$ cat src/rtl/core/assert_macros.svh
// Assertion macros used by sorted_id_table_remove to check its own behavior.
// Each expects signals named clk and arst_n in the enclosing module.
`ifndef ASSERT_MACROS_SVH
`define ASSERT_MACROS_SVH

// The property must hold at every clock edge outside reset.
`define SITR_ASSERT_NOW(lbl, prop, msg) \
	lbl: assert property (@(posedge clk) disable iff (!arst_n) (prop)) else $error(msg);

// When the trigger holds, the consequence must hold at the next clock edge.
`define SITR_ASSERT_NEXT(lbl, trig, cons, msg) \
	lbl: assert property (@(posedge clk) disable iff (!arst_n) (trig) |=> (cons)) else $error(msg);

`endif

$ cat src/rtl/core/sitr_pkg.sv
package sitr_pkg;

	localparam int TABLE_DEPTH_DEF = 256;
	localparam int ID_W            = 32;
	localparam int STATUS_W        = 2;
	localparam int ENTRIES_W       = 9;
	localparam int S_TDATA_W       = 32;
	localparam int M_TDATA_W       = 16;

	localparam logic OP_APPEND = 1'b0;
	localparam logic OP_REMOVE = 1'b1;

	localparam logic [STATUS_W-1:0] ST_DONE      = 2'd0;
	localparam logic [STATUS_W-1:0] ST_NOT_FOUND = 2'd1;
	localparam logic [STATUS_W-1:0] ST_FULL      = 2'd2;

	typedef struct packed {
		logic                load;
		logic                append;
		logic                init_search;
		logic                rd_mid;
		logic                step_lo;
		logic                step_hi;
		logic                shift_init;
		logic                shift_step;
		logic                count_dec;
		logic                res_load;
		logic [STATUS_W-1:0] res_status;
	} cmd_t;

	typedef struct packed {
		logic op_remove;
		logic full;
		logic empty;
		logic range_empty;
		logic key_gt;
		logic key_lt;
		logic shift_done;
		logic res_busy;
	} sts_t;

endpackage

$ cat src/rtl/core/sitr_ctrl.sv
module sitr_ctrl (
	input  logic           clk,
	input  logic           arst_n,
	input  logic           in_valid,
	output logic           in_ready,
	input  sitr_pkg::sts_t sts,
	output sitr_pkg::cmd_t cmd
);

	typedef enum logic [5:0] {
		S_IDLE     = 6'b000001,
		S_DISPATCH = 6'b000010,
		S_SRCH_RD  = 6'b000100,
		S_SRCH_CMP = 6'b001000,
		S_SHIFT    = 6'b010000,
		S_RESP     = 6'b100000
	} state_t;

	state_t                        state_q;
	state_t                        state_d;
	logic [sitr_pkg::STATUS_W-1:0] status_q;
	logic [sitr_pkg::STATUS_W-1:0] status_d;

	always_comb begin
		state_d        = state_q;
		status_d       = status_q;
		cmd            = '0;
		cmd.res_status = status_q;
		in_ready       = 1'b0;
		case (state_q)
			S_IDLE: begin
				in_ready = 1'b1;
				if (in_valid) begin
					cmd.load = 1'b1;
					state_d  = S_DISPATCH;
				end
			end
			S_DISPATCH: begin
				if (!sts.op_remove) begin
					if (sts.full) begin
						status_d = sitr_pkg::ST_FULL;
					end else begin
						cmd.append = 1'b1;
						status_d   = sitr_pkg::ST_DONE;
					end
					state_d = S_RESP;
				end else begin
					cmd.init_search = 1'b1;
					state_d         = S_SRCH_RD;
				end
			end
			S_SRCH_RD: begin
				if (sts.range_empty) begin
					status_d = sitr_pkg::ST_NOT_FOUND;
					state_d  = S_RESP;
				end else begin
					cmd.rd_mid = 1'b1;
					state_d    = S_SRCH_CMP;
				end
			end
			S_SRCH_CMP: begin
				if (sts.key_gt) begin
					cmd.step_lo = 1'b1;
					state_d     = S_SRCH_RD;
				end else if (sts.key_lt) begin
					cmd.step_hi = 1'b1;
					state_d     = S_SRCH_RD;
				end else begin
					cmd.shift_init = 1'b1;
					state_d        = S_SHIFT;
				end
			end
			S_SHIFT: begin
				cmd.shift_step = 1'b1;
				if (sts.shift_done) begin
					cmd.count_dec = 1'b1;
					status_d      = sitr_pkg::ST_DONE;
					state_d       = S_RESP;
				end
			end
			S_RESP: begin
				if (!sts.res_busy) begin
					cmd.res_load = 1'b1;
					state_d      = S_IDLE;
				end
			end
			default: begin
				state_d = S_IDLE;
			end
		endcase
	end

	always_ff @(posedge clk or negedge arst_n) begin
		if (!arst_n) begin
			state_q  <= S_IDLE;
			status_q <= sitr_pkg::ST_DONE;
		end else begin
			state_q  <= state_d;
			status_q <= status_d;
		end
	end

endmodule

$ cat config.mk
export PLATFORM = sky130hd
export DESIGN_NAME = sitr_ctrl
export DESIGN_NICKNAME = d
export VERILOG_FILES = /design/src/rtl/core/assert_macros.svh /design/src/rtl/core/sitr_pkg.sv /design/src/rtl/core/sitr_ctrl.sv
export SDC_FILE = /design/constraint.sdc
export NUM_CORES = 1
export LEC_CHECK = 0
export BUFFER_PORTS_ARGS = -buffer_cell sky130_fd_sc_hd__buf_2
export CAP_MARGIN = 15
export CORE_MARGIN = 1
export CORE_UTILIZATION = 41
export DETAILED_ROUTE_END_ITERATION = 6
export PLACE_DENSITY_LB_ADDON = 0.15
export SYNTH_ARGS = -nofsm -noshare
export SYNTH_HDL_FRONTEND = slang
export SYNTH_SLANG_ARGS = --single-unit
$ cat constraint.sdc
create_clock -name clk -period 1.4 [get_ports clk]
set_input_delay 0.21 -clock clk [delete_from_list [all_inputs] [get_ports clk]]
set_output_delay 0.21 -clock clk [all_outputs]
set_load 0.05 [all_outputs]
==> impl_results.rst <==
.. list-table::
   :header-rows: 1

   * - Metric
     - Value
   * - Outcome
     - finished with violations
   * - Violations in the final reports
     - setup timing
   * - Kind of start point of the critical path
     - register
   * - Post-Synthesis Net Count
     - 76
   * - CTS tree
     - done
   * - Crit path capture type
     - primary output
   * - EDFF count, synth
     - 0
   * - Ys async rst share
     - 100.0%
   * - Delay of the slowest cell on the worst path
     - 0.44 ns
   * - Area inside the core boundary
     - 1334 sq um
   * - Total wire length
     - 2315 um
   * - Total Routing Usage GR
     - 27.37%
   * - Max Clk Rate
     - 550.9 MHz
   * - Final setup violation count
     - 16
   * - Weighted congestion reported at the end of routability-driven placement
     - 0.7764
   * - H-tree level count
     - 1
   * - Drt drc
     - 0
   * - Critical Path Fanout Max
     - 3
   * - Worst-case setup margin in the final layout
     - -0.4152 ns
   * - Sum of buffers and inverters on the critical path
     - 2
   * - Filler Cell Count
     - 53
   * - Power per standard cell area
     - 1742 nW/um^2
   * - DP Area
     - 890.9 sq um
   * - Number of standard cells in the layout, taps in and fillers out
     - 131
   * - R2R setup slack
     - -0.30 ns
   * - Leakage power figure
     - 0.5742 nW
   * - Final HPWL from detailed placement
     - 1262 um
   * - Critical-path cell with the highest stage delay
     - sky130_fd_sc_hd__dfrtp_2
   * - Clock buffer depth
     - 2
   * - Average cell area after synthesis
     - 9.355 sq um
   * - Area taken by flip-flops and latches
     - 205.2 sq um
   * - Max_cap viols
     - 0
   * - Remaining number of nets flagged by the antenna check after routing
     - 0
   * - Number of sinks on the clock net
     - 8
   * - Antenna cell count
     - 0
   * - Number of cell instances on the worst register-to-register path
     - 7
   * - Share of final-layout standard cells stronger than drive strength 1
     - 72.41%
   * - Horizontal die dimension
     - 40.51 um
   * - Top flip-flop cell by instance count after synthesis
     - sky130_fd_sc_hd__dfrtp_1
   * - Initial standard-cell utilization of the core
     - 45.59%
   * - Number of instances in the placed design
     - 115
   * - Yosys warns
     - 0
   * - WS Path Type
     - register to primary output
   * - WHS Endpoint
     - state_q[3]$_DFFE_PN0P_
   * - Worst endpoint data arrival time
     - 1.61 ns
   * - Fin nets
     - 128
   * - Number of flip-flops and latches in the synthesized netlist
     - 8
   * - RSZ-0062 raised after global routing
     - yes
   * - Grt total ovfl
     - 0
   * - CP required
     - 1.19 ns
   * - Share of the clock period used by the worst path
     - 129.7%
   * - Layout-stage area growth over the synthesis result
     - 99.38%
   * - Total area of multi-input combinational cells
     - 485.5 sq um
   * - Mapped cell area
     - 608.1 sq um
   * - Vias post-DR
     - 751
   * - Commonest cells after routing, fill and taps aside
     - sky130_fd_sc_hd__buf_6, sky130_fd_sc_hd__buf_4, sky130_fd_sc_hd__buf_2
   * - Worst voltage drop across the vdd grid
     - 0.001134 V
   * - Final Hold Violating Endpoints
     - 0
   * - Floorplan die area
     - 1641 sq um
   * - I/O Pins
     - 24
   * - Die extent in y
     - 40.51 um
   * - Hold path cells
     - 2
   * - Fin crit period
     - 1.815 ns
   * - Detail-routed via count per cell
     - 5.733
   * - Via count of the first global-routing pass
     - 647
   * - Most common library cell in the layout ignoring fill and taps
     - sky130_fd_sc_hd__buf_6
   * - Initial antenna violation count
     - 0
   * - Worst hold start
     - sts[4]
   * - Number of DRC violations after detailed-routing iteration 0
     - 18
   * - Largest net degree at the start of global routing
     - 9
   * - Post-synthesis sequential area ratio
     - 33.13%
   * - Count of buffers from port buffering
     - 22
   * - CTS Buf Count
     - 3
   * - Worst Max-Slew Pin Slew
     - 0.3573 ns
   * - Wirelength per Cell
     - 17.67 um
   * - Slew HR
     - 76.12%
   * - Clock root buffer master
     - sky130_fd_sc_hd__clkbuf_4
   * - Total non-filler cell area in the finished layout
     - 1212 sq um
   * - Rows
     - 13
   * - Cell family contributing the most delay on the critical path
     - simple AND/OR/NAND/NOR gates
   * - Post-Route Setup TNS
     - -4.819 ns
   * - Cell-by-cell trace of the critical path
     - nor2_2, nand2_2, buf_6, nor3b_4, and2_4, buf_8
   * - CTS clk-pin slew, worst paths
     - 0.06 ns
   * - Worst hold margin
     - 0.1427 ns
   * - Final-report max-slew violation count
     - 0
   * - Worst R2R End
     - status_q[1]$_DFFE_PN0P_
   * - Number of instances in the synthesized netlist
     - 65
   * - Worst reg2reg startpoint
     - state_q[4]$_DFFE_PN0P_
   * - Clock tree skew after final layout
     - 0.009287 ns
   * - Skew-Pair Late Insertion Delay
     - 0.26 ns
   * - First-pass DRT Iterations
     - 4
   * - Path category of the worst min-delay check
     - input pin to register
   * - Number of library cell types mapped by synthesis
     - 30
   * - Wire length of the first global-routing pass
     - 2829 um
==> cell usage after synthesis, drive strengths merged, types with 2 or more instances <==
cell type | instances | share of area, %
nand2 | 4 | 2.9
nor3 | 3 | 3.3
and2 | 4 | 4.1
nor2b | 2 | 2.1
nand3 | 2 | 1.6
and2b | 2 | 2.5
o21bai | 2 | 2.5
o21ai | 6 | 4.9
o31ai | 2 | 2.5
nor2 | 9 | 8.0
buf | 4 | 6.2
inv | 2 | 1.2
xor2 | 2 | 2.9
dfrtp | 7 | 29
nor3b | 4 | 5.8
==> flip-flops by register name, summed over array words and instances, names as in the netlist <==
signal	flops
state_q	6
status_q	2
==> routing by layer <==
layer	up-vias	track usage, %	share of wire, %
met4	0	5.000	2.6
met1	369	30.23	40
met5	-	0	0
met3	8	10.00	5.9
met2	38	49.60	52
li1	336	-	-
==> power breakdown <==
group	internal (mW)	switching, mW
Combinational	0.735	0.764
Sequential	0.311	0.104
Clock	0.110	0.0873
Total	1.16	0.956
==> final cells by class <==
type	count	area share, %
well taps	15	1.548
repair buffers	51	38.49
inverters	2	0.8256
multi-input cells	51	40.04
flip-flops and latches	8	16.92
clock buffers	4	2.167
==> per-stage QoR <==
stage | total power [mW] | utilization [%] | setup slack, ns
floorplan | 1.126 | - | -0.3795
finish | 2.112 | 90.90 | -0.4152
global route | 2.210 | 90.90 | -0.5119
detailed placement | 1.480 | 66.79 | -0.2233
global placement | 1.463 | 66.79 | -0.1990
CTS | 1.895 | 82.08 | -0.4148
==> kinds of logic after synthesis <==
group,after synthesis,synth area share (%)
AOI/OAI and AO/OA,14,17.90
xor gates and xnor gates,2,2.881
buffers and inverters,6,7.407
DFF,8,33.13
and+or+nand+nor,35,38.68
==> how the worst max path moves through the flow <==
stage	start	to	depth (start not counted)
after detailed placement	state_q[5]$_DFFE_PN0P_	cmd[5]	4
after global routing	state_q[5]$_DFFE_PN0P_	cmd[6]	4
after global placement	state_q[5]$_DFFE_PN0P_	cmd[5]	4
final	state_q[4]$_DFFE_PN0P_	cmd[11]	6
after CTS	state_q[4]$_DFFE_PN0P_	cmd[6]	4
after floorplan	state_q[2]$_DFFE_PN0P_	cmd[11]	4
==> what timing repair did <==
| item | in CTS | in global routing |
|---|---|---|
| endpoints found under the hold margin | 7 | 0 |
| hold buffers | 1 | 0 |
| resized for setup | 42 | 19 |
| buffers inserted | 5 | 9 |
| pin swaps | 14 | 13 |
| endpoints found under the setup margin | 15 | 18 |
| cloned | 0 | 0 |
(Power assumes the default switching activity.)
